## config.mk

```make
export PLATFORM = sky130hd
export DESIGN_NAME = rc_ppm_pwm_pulse_decoder_unit
export DESIGN_NICKNAME = d
export VERILOG_FILES = /design/src/rtl/core/rppd_pkg.sv /design/src/rtl/core/rc_ppm_pwm_pulse_decoder_unit.sv
export SDC_FILE = /design/constraint.sdc
export NUM_CORES = 2
export LEC_CHECK = 0
export BUFFER_PORTS_ARGS = -buffer_cell sky130_fd_sc_hd__clkbuf_2
export CORE_MARGIN = 10
export CORE_UTILIZATION = 30
export CTS_CLUSTER_DIAMETER = 30
export DETAILED_ROUTE_END_ITERATION = 6
export PLACE_DENSITY_LB_ADDON = 0.08
export RECOVER_POWER = 100
export SKIP_CTS_REPAIR_TIMING = 1
export SLEW_MARGIN = 20
export SYNTH_ARGS = -nofsm -noshare
export SYNTH_HDL_FRONTEND = slang
export SYNTH_SLANG_ARGS = --single-unit
export TNS_END_PERCENT = 20
```

## constraint.sdc

```tcl
create_clock -name clock -period 10.6 [get_ports clock]
set_input_delay 0 -clock clock [delete_from_list [all_inputs] [get_ports clock]]
set_output_delay 0 -clock clock [all_outputs]
set_load 0.005 [all_outputs]
```

## src/rtl/core/rppd_pkg.sv

```systemverilog
// ----------------------------------------------------------------------------
// rppd_pkg
// shared constants and types of the rc ppm/pwm pulse decoder
// ----------------------------------------------------------------------------
package rppd_pkg;

   localparam int CHANNELS = 6;
   localparam int PWM_PINS = 4;

   localparam int TIME_W  = 32;
   localparam int PIN_W   = 2;
   localparam int CH_W    = 3;
   localparam int PULSE_W = 8;
   localparam int THR_W   = 16;
   localparam int IV_W    = 12;
   localparam int QUOT_W  = 30;

   localparam logic [TIME_W-1:0] PPM_MIN_US    = 32'd500;
   localparam logic [TIME_W-1:0] PPM_MAX_US    = 32'd2500;
   localparam logic [THR_W-1:0]  BLANK_RESET   = 16'd3000;
   // ceil(2^34 / 5), exact floor(x / 5) for any 32-bit x after >> 34
   localparam logic [TIME_W-1:0] RECIP5_32     = 32'hCCCC_CCCD;
   // ceil(2^14 / 5), exact floor(x / 5) for x below 4096 after >> 14
   localparam logic [IV_W-1:0]   RECIP5_12     = 12'd3277;

   // request word: pin_index, level, time_us
   localparam int REQ_DATA_W    = 40;
   localparam int REQ_PIN_LSB   = 0;
   localparam int REQ_LEVEL_BIT = 2;
   localparam int REQ_TIME_LSB  = 3;

   // response word: channel, width_us, written, signal_seen
   localparam int RSP_DATA_W    = 40;
   localparam int RSP_CH_LSB    = 0;
   localparam int RSP_WIDTH_LSB = 3;
   localparam int RSP_WR_BIT    = 35;
   localparam int RSP_SIG_BIT   = 36;

   localparam int CSR_ADDR_W = 3;
   localparam int CSR_DATA_W = 32;
   localparam logic REG_DECODE_MODE = 1'b0;
   localparam logic REG_BLANK_THR   = 1'b1;

   localparam logic MODE_PPM = 1'b0;
   localparam logic MODE_PWM = 1'b1;

   typedef struct packed {
      logic [CH_W-1:0]   ch;
      logic              wr;
      logic              sig;
      logic              avg;
      logic [QUOT_W-1:0] quot;
      logic [2:0]        old_lo;
      logic [IV_W-1:0]   iv;
      logic [TIME_W-1:0] pwm_width;
   } stage_type;

endpackage

```

## src/rtl/core/rc_ppm_pwm_pulse_decoder_unit.sv

```systemverilog
// ----------------------------------------------------------------------------
// rc_ppm_pwm_pulse_decoder_unit
// decodes rc receiver ppm frames or pwm pulse widths from timestamped edges
// ----------------------------------------------------------------------------
// req channel: one word per pin edge (pin, level, microsecond timestamp).
// rsp channel: exactly one word per edge (channel, stored width, written,
// signal seen), in edge order.
// csr port: apb-style, decode_mode at 0x0, blank_threshold_us at 0x4;
// write only while no edge is in flight.
// path: an accepted word passes the input, update and output registers in turn
// before it shows on rsp. throughput: one edge per cycle unless rsp_tready holds
// the output back; the ppm averaging multiply by 1/5 is split over the decode
// and update stages, each holding one multiplier.
// the input, update and output registers form a three-deep pipeline; when
// rsp_tready is low the pipeline fills and req_tready drops once all three
// stages hold a word, and nothing is lost.
// reset: synchronous, clears the pipeline, stored widths, rise times, frame
// state and registers (ppm mode, blank threshold 3000 us).
// ----------------------------------------------------------------------------
module rc_ppm_pwm_pulse_decoder_unit (
   input  logic                              clock,
   input  logic                              reset,
   input  logic                              req_tvalid,
   output logic                              req_tready,
   // [1:0] pin_index, [2] level, [34:3] time_us, [39:35] zero
   input  logic [rppd_pkg::REQ_DATA_W-1:0]   req_tdata,
   output logic                              rsp_tvalid,
   input  logic                              rsp_tready,
   // [2:0] channel, [34:3] width_us, [35] written, [36] signal_seen, [39:37] zero
   output logic [rppd_pkg::RSP_DATA_W-1:0]   rsp_tdata,
   input  logic                              csr_psel,
   input  logic                              csr_penable,
   input  logic                              csr_pwrite,
   input  logic [rppd_pkg::CSR_ADDR_W-1:0]   csr_paddr,
   input  logic [rppd_pkg::CSR_DATA_W-1:0]   csr_pwdata,
   output logic [rppd_pkg::CSR_DATA_W-1:0]   csr_prdata,
   output logic                              csr_pready
);

   localparam int TW = rppd_pkg::TIME_W;

   // configuration
   logic                            mode_ff, mode_in;
   logic [rppd_pkg::THR_W-1:0]      thr_ff, thr_in;
   logic                            csr_wr;
   logic                            csr_idx;

   // decoder state
   logic [TW-1:0]                   last_edge_ff, last_edge_in;
   logic [rppd_pkg::PULSE_W-1:0]    pulse_ff, pulse_in;
   logic [TW-1:0]                   width_ff [rppd_pkg::CHANNELS];
   logic [TW-1:0]                   width_in [rppd_pkg::CHANNELS];
   logic [TW-1:0]                   rise_ff  [rppd_pkg::PWM_PINS];
   logic [TW-1:0]                   rise_in  [rppd_pkg::PWM_PINS];

   // pipeline
   logic                            a_valid_ff, a_valid_in;
   logic [rppd_pkg::PIN_W-1:0]      a_pin_ff, a_pin_in;
   logic                            a_level_ff, a_level_in;
   logic [TW-1:0]                   a_time_ff, a_time_in;
   logic                            b_valid_ff, b_valid_in;
   rppd_pkg::stage_type             b_ff, b_in;
   logic                            out_valid_ff, out_valid_in;
   logic [rppd_pkg::RSP_DATA_W-1:0] out_data_ff, out_data_in;

   logic                            out_free, b_free, a_free, a_move, b_move, req_take;

   // decode stage
   logic [TW-1:0]                   interval;
   logic                            ppm_edge, frame, in_ch, in_range, pwm_ok;
   logic [TW-1:0]                   old_sel, rise_sel;
   logic [2*TW-1:0]                 quot_prod;
   rppd_pkg::stage_type             dec;

   // update stage
   logic [2:0]                      rem5;
   logic [rppd_pkg::IV_W-1:0]       small_num;
   logic [2*rppd_pkg::IV_W-1:0]     small_prod;
   logic [TW-1:0]                   avg_val, new_val, rep_width;

   // ---------------- csr ----------------
   assign csr_pready = 1'b1;
   assign csr_idx    = csr_paddr[2];
   assign csr_wr     = csr_psel & csr_penable & csr_pwrite & csr_pready;

   always_comb begin
      mode_in = mode_ff;
      thr_in  = thr_ff;
      if (csr_wr) begin
         unique case (csr_idx)
            rppd_pkg::REG_DECODE_MODE: mode_in = csr_pwdata[0];
            rppd_pkg::REG_BLANK_THR:   thr_in  = csr_pwdata[rppd_pkg::THR_W-1:0];
            default: ;
         endcase
      end
   end

   always_comb begin
      unique case (csr_idx)
         rppd_pkg::REG_DECODE_MODE: csr_prdata = {{(rppd_pkg::CSR_DATA_W-1){1'b0}}, mode_ff};
         rppd_pkg::REG_BLANK_THR:
            csr_prdata = {{(rppd_pkg::CSR_DATA_W-rppd_pkg::THR_W){1'b0}}, thr_ff};
         default: csr_prdata = '0;
      endcase
   end

   // ---------------- flow control ----------------
   assign out_free   = !out_valid_ff || rsp_tready;
   assign b_free     = !b_valid_ff || out_free;
   assign a_free     = !a_valid_ff || b_free;
   assign b_move     = b_valid_ff && out_free;
   assign a_move     = a_valid_ff && b_free;
   assign req_tready = a_free;
   assign req_take   = req_tvalid && req_tready;

   assign a_valid_in   = a_free ? req_tvalid : a_valid_ff;
   assign b_valid_in   = b_free ? a_valid_ff : b_valid_ff;
   assign out_valid_in = out_free ? b_valid_ff : out_valid_ff;

   assign a_pin_in   = req_take ? req_tdata[rppd_pkg::REQ_PIN_LSB +: rppd_pkg::PIN_W] : a_pin_ff;
   assign a_level_in = req_take ? req_tdata[rppd_pkg::REQ_LEVEL_BIT] : a_level_ff;
   assign a_time_in  = req_take ? req_tdata[rppd_pkg::REQ_TIME_LSB +: TW] : a_time_ff;

   // ---------------- decode stage ----------------
   assign interval = a_time_ff - last_edge_ff;
   assign ppm_edge = (a_pin_ff == '0) && a_level_ff;
   assign frame    = interval > {{(TW-rppd_pkg::THR_W){1'b0}}, thr_ff};
   assign in_ch    = pulse_ff < rppd_pkg::PULSE_W'(rppd_pkg::CHANNELS);
   assign in_range = (interval > rppd_pkg::PPM_MIN_US) && (interval < rppd_pkg::PPM_MAX_US);
   assign pwm_ok   = ({1'b0, a_pin_ff} < 3'(rppd_pkg::PWM_PINS))
                     && ({1'b0, a_pin_ff} < 3'(rppd_pkg::CHANNELS));

   always_comb begin
      old_sel = '0;
      for (int i = 0; i < rppd_pkg::CHANNELS; i++) begin
         if (pulse_ff == rppd_pkg::PULSE_W'(i)) old_sel = width_ff[i];
      end
      rise_sel = '0;
      for (int i = 0; i < rppd_pkg::PWM_PINS; i++) begin
         if (a_pin_ff == rppd_pkg::PIN_W'(i)) rise_sel = rise_ff[i];
      end
   end

   assign quot_prod = old_sel * rppd_pkg::RECIP5_32;

   always_comb begin
      dec           = '0;
      dec.quot      = quot_prod[34 +: rppd_pkg::QUOT_W];
      dec.old_lo    = old_sel[2:0];
      dec.iv        = interval[rppd_pkg::IV_W-1:0];
      dec.pwm_width = a_time_ff - rise_sel;
      last_edge_in  = last_edge_ff;
      pulse_in      = pulse_ff;
      for (int i = 0; i < rppd_pkg::PWM_PINS; i++) rise_in[i] = rise_ff[i];
      if (mode_ff == rppd_pkg::MODE_PPM) begin
         if (ppm_edge) begin
            last_edge_in = a_time_ff;
            if (frame) begin
               pulse_in = '0;
               dec.sig  = 1'b1;
            end else begin
               pulse_in = pulse_ff + 1'b1;
               if (in_ch) begin
                  dec.ch  = pulse_ff[rppd_pkg::CH_W-1:0];
                  dec.wr  = in_range;
                  dec.avg = in_range;
               end
            end
         end
      end else if (pwm_ok) begin
         dec.ch = {1'b0, a_pin_ff};
         if (a_level_ff) begin
            for (int i = 0; i < rppd_pkg::PWM_PINS; i++) begin
               if (a_pin_ff == rppd_pkg::PIN_W'(i)) rise_in[i] = a_time_ff;
            end
         end else begin
            dec.wr  = 1'b1;
            dec.sig = 1'b1;
         end
      end
   end

   assign b_in = a_move ? dec : b_ff;

   // ---------------- update stage ----------------
   // (4*old + iv) / 5 = 4*(old/5) + (4*(old%5) + iv) / 5
   assign rem5       = b_ff.old_lo - 3'(b_ff.quot[2:0] * 3'd5);
   assign small_num  = {rem5, 2'b00} + b_ff.iv;
   assign small_prod = small_num * rppd_pkg::RECIP5_12;
   assign avg_val    = {b_ff.quot, 2'b00} + TW'(small_prod[2*rppd_pkg::IV_W-1:14]);
   assign new_val    = b_ff.avg ? avg_val : b_ff.pwm_width;

   always_comb begin
      rep_width = '0;
      for (int i = 0; i < rppd_pkg::CHANNELS; i++) begin
         if (b_ff.ch == rppd_pkg::CH_W'(i)) rep_width = width_ff[i];
         width_in[i] = width_ff[i];
         if (b_move && b_ff.wr && (b_ff.ch == rppd_pkg::CH_W'(i))) width_in[i] = new_val;
      end
      if (b_ff.wr) rep_width = new_val;
   end

   always_comb begin
      out_data_in = out_data_ff;
      if (b_move) begin
         out_data_in = '0;
         out_data_in[rppd_pkg::RSP_CH_LSB +: rppd_pkg::CH_W] = b_ff.ch;
         out_data_in[rppd_pkg::RSP_WIDTH_LSB +: TW]          = rep_width;
         out_data_in[rppd_pkg::RSP_WR_BIT]                   = b_ff.wr;
         out_data_in[rppd_pkg::RSP_SIG_BIT]                  = b_ff.sig;
      end
   end

   assign rsp_tvalid = out_valid_ff;
   assign rsp_tdata  = out_data_ff;

   // ---------------- registers ----------------
   always_ff @(posedge clock) begin
      if (reset) begin
         mode_ff      <= rppd_pkg::MODE_PPM;
         thr_ff       <= rppd_pkg::BLANK_RESET;
         last_edge_ff <= '0;
         pulse_ff     <= '0;
         a_valid_ff   <= 1'b0;
         b_valid_ff   <= 1'b0;
         out_valid_ff <= 1'b0;
         for (int i = 0; i < rppd_pkg::CHANNELS; i++) width_ff[i] <= '0;
         for (int i = 0; i < rppd_pkg::PWM_PINS; i++) rise_ff[i] <= '0;
      end else begin
         mode_ff      <= mode_in;
         thr_ff       <= thr_in;
         a_valid_ff   <= a_valid_in;
         b_valid_ff   <= b_valid_in;
         out_valid_ff <= out_valid_in;
         for (int i = 0; i < rppd_pkg::CHANNELS; i++) width_ff[i] <= width_in[i];
         if (a_move) begin
            last_edge_ff <= last_edge_in;
            pulse_ff     <= pulse_in;
            for (int i = 0; i < rppd_pkg::PWM_PINS; i++) rise_ff[i] <= rise_in[i];
         end
      end
   end

   always_ff @(posedge clock) begin
      a_pin_ff    <= a_pin_in;
      a_level_ff  <= a_level_in;
      a_time_ff   <= a_time_in;
      b_ff        <= b_in;
      out_data_ff <= out_data_in;
   end

endmodule

```

==> summary.txt <==
Run status
  – Status: complete, but fails checks
  – Failing checks: negative hold slack, max-capacitance violations, max-slew violations

Floorplanning
  – Starting Density: 30.3%
  – Die Width: 415 um
  – Die Ht: 415 um
  – Die area: 172000 um2
  – CORE AREA: 154000 um2
  – Core Rows: 144
  – Top-Level Pins: 157

GRT
  – Largest net degree at the start of global routing: 197
  – Gr ovfl total: 0
  – All-Layer GR Usage: 18.5%
  – Initial antenna violation count: 1
  – Vias in the first global route: 36400
  – First-pass GRT wire length: 241 mm

Drt
  – WL final: 163 mm
  – Avg WL per Cell: 22.2 um
  – DRT iter0 DRCs: 2366
  – Number of remaining DRC errors: 0
  – Vias: 35700
  – DR pass1 iterations: 6
  – Routed vias/inst: 4.86
  – Post-DRT Antenna Nets: 0

Critical path
  – Number of cells on the worst reg-to-reg path: 36
  – CP required: 11050 ps
  – Critical Path AT: 10370 ps
  – CP max FO: 30
  – Crit path top cell by count: fa_1
  – Worst setup EP type: flop
  – Worst r2r src: pulse_ff[1]
  – Reg2Reg Setup Slack: 690 ps
  – Type of the worst setup path: flop to flop
  – Reg2reg end: b_ff[67]
  – Worst path slowest cell: o41ai_1
  – CP startpoint kind: flop
  – CP peak stage delay: 630 ps

Hold path
  – Hold WC Path Type: primary input to flop
  – WHS Path Cells: 2
  – HP Start: req_tdata[1]
  – Hold Path End: a_pin_ff[1]

Timing
  – Layout Skew: 30.4 ps
  – Crit path time final: 9910 ps
  – Final hold violation count: 1
  – Hold WS: -7.50 ps
  – RSZ-0062 raised after global routing: yes
  – Slew Viols, Final: 378
  – PnR worst setup slack: 686 ps
  – Worst slew pin tran: 5630 ps
  – Max frequency: 0.101 GHz
  – Final setup fails: 0
  – Slew headroom: -275%
  – Final period util: 93.5%
  – Total negative slack: 0 ps

Power
  – Pleak: 26.1 nW
  – Sequential Power Share: 21.7%
  – NetSw: 4.23 mW
  – Pwr Density: 194 nW/um2
  – Max IR drop VDD: 0.332 mV
  – Total power: 11.0 mW
  – Cell Int Power: 6.77 mW
  – Logic pwr share: 41.9%
  – Net Sw Frac: 38.5%
  – Clock power share: 36.5%

Finish
  – Design Area, Final: 56800 um2
  – ANT cells: 0
  – Final #Nets: 6247
  – Layout cells sized above 1: 12.1%
  – Final Non-Filler Cells: 7350
  – Syn-to-layout area delta: 21.5%

Logic synthesis
  – Cell Area, Synth: 46800 um2
  – Synth Area in Compound Gates: 13.4%
  – Synth Area in Adders: 33.2%
  – Multiplexer area fraction after synthesis: 3.03%
  – Total of warnings raised by yosys: 0
  – Async SR Flop Fraction: 0%
  – Mean Syn Cell Area: 9.84 um2
  – Simple-Gate Fraction of Synth Area: 10.2%
  – EDFF count, synth: 283
  – Sequential area share after synthesis: 29.0%
  – Yosys reg bits: 535
  – XOR/XNOR Fraction of Synth Area: 2.40%
  – Synth Instances: 4753
  – Post-synth cell types: 80
  – Top FF cell, synth: edfxtp_1
  – Main combinational cell family by area after synthesis: adder cells

CTS
  – Clk Latency, worst-skew pair: 740 ps
  – H-tree lvl count: 4
  – CTS tree: yes
  – Clock transition at the registers of the reported paths: 50 ps
  – TritonCTS buffer count: 132
  – Clock sinks: 535
  – CTS root buffer: clkbuf_16
  – CTS Buffer Depth: 3

Flow run
  – Max_cap viols: 8

Placement
  – GPL Wtd Cong: 0.845
  – Placed cells: 7010
  – Post-DP HPWL: 124 mm
  – Setup WS pre-CTS: 363 ps
  – PortBufs: 113
  – Post-placement cell area: 51500 um2
## per-stage QoR
| step | hold slack, ps | util, % |
|---|---|---|
| 6_report | -7.50 | 36.8 |
| 2_1_floorplan | 98.9 | - |
| 5_1_grt | -4.37 | 36.8 |
| 3_5_place_dp | 179 | 33.3 |
| 3_3_place_gp | 178 | 33.3 |
| 4_1_cts | -613 | 36.2 |
## worst max-delay path: cells and delay by family, from the launching register on
kind	cells	cell delay, ps
AOI/OAI and AO/OA	8	2080
xor gates and xnor gates	1	160
and+or+nand+nor	6	910
DFF	1	510
adders and majority gates	10	4450
buffers and inverters	11	1530
## metal layers
layer  track usage [%]  routed length (um)  vias up
met3              2.46                6680      148
met1              26.2               77700    17800
met2              30.0               75700      747
li1                  -                   -    17000
met5                 0                   0        -
met4              3.75                2840        0
## cell usage after synthesis, drive strengths merged (27+ instances only)
| library cell | instances | area [um2] |
|---|---|---|
| a211oi | 94 | 731 |
| a21o | 76 | 571 |
| a21oi | 271 | 1360 |
| a22oi | 60 | 450 |
| and2 | 76 | 475 |
| buf | 35 | 210 |
| clkbuf | 173 | 649 |
| dfxtp | 252 | 5040 |
| edfxtp | 283 | 8500 |
| fa | 458 | 9170 |
| ha | 509 | 6370 |
| inv | 862 | 3240 |
| mux2i | 48 | 480 |
| mux4 | 35 | 788 |
| nand2 | 327 | 1230 |
| nand2b | 32 | 200 |
| nand3 | 60 | 300 |
| nand3b | 73 | 548 |
| nor2 | 265 | 995 |
| nor3 | 49 | 245 |
| o211ai | 46 | 345 |
| o21ai | 182 | 911 |
| o221ai | 27 | 236 |
| xnor2 | 80 | 701 |
| xor2 | 48 | 420 |
## placed cells by master, fill, tap and decap left out, types with 89 or more instances in the layout
master,count
inv_1,861
ha_1,509
fa_1,458
nand2_1,324
edfxtp_1,283
buf_4,275
a21oi_1,270
nor2_1,260
dfxtp_1,252
o21ai_0,171
clkbuf_16,137
clkbuf_1,100
dlygate4sd3_1,98
a211oi_1,89
## state kept, by name, summed over array words and instances (netlist names)
register	flops
rsp_tdata	37
a_level_ff	1
pulse_ff	8
last_edge_ff	32
b_ff	83
thr_ff	16
mode_ff	1
rsp_tvalid	1
b_valid_ff	1
a_pin_ff	2
a_time_ff	32
rise_ff	128
width_ff	192
a_valid_ff	1
## cells by family after synthesis
kind of cell | count (synthesis)
buffers and inverters | 1071
adder cells (fa/ha/maj) | 967
other | 2
AND/OR/NAND/NOR | 1000
XOR/XNOR | 128
AO/OA/AOI/OAI | 954
multiplexers | 96
flip-flops | 535
## power groups by stage
stage	clock, mW	sequential [mW]	combinational, mW
2_1_floorplan	0	2.38	3.01
3_3_place_gp	0	2.42	4.56
3_5_place_dp	0	2.42	4.53
4_1_cts	4.10	2.39	4.57
5_1_grt	4.22	2.39	5.20
6_report	4.01	2.38	4.60
## how the worst max path moves through the flow
stage	start	cells past startpoint	slack [ps]	to
after floorplan	b_ff[47]	35	1650	rsp_tdata[33]
after detailed placement	b_ff[47]	37	360	width_ff[3][28]
final	pulse_ff[1]	36	690	b_ff[67]
after CTS	b_ff[47]	37	300	width_ff[3][28]
after global placement	b_ff[47]	37	330	width_ff[1][28]
after global routing	b_ff[47]	38	6	rsp_tdata[33]
## cell type report
cell class | count | area (um2)
repair buffers | 501 | 3700
well taps | 2044 | 2560
multi-input cells | 3165 | 29300
fillers | 15700 | 97600
inverters | 863 | 3240
clock inverters | 62 | 759
clock buffers | 180 | 3720
flip-flops and latches | 535 | 13500
Power figures use the tool's default switching activity.
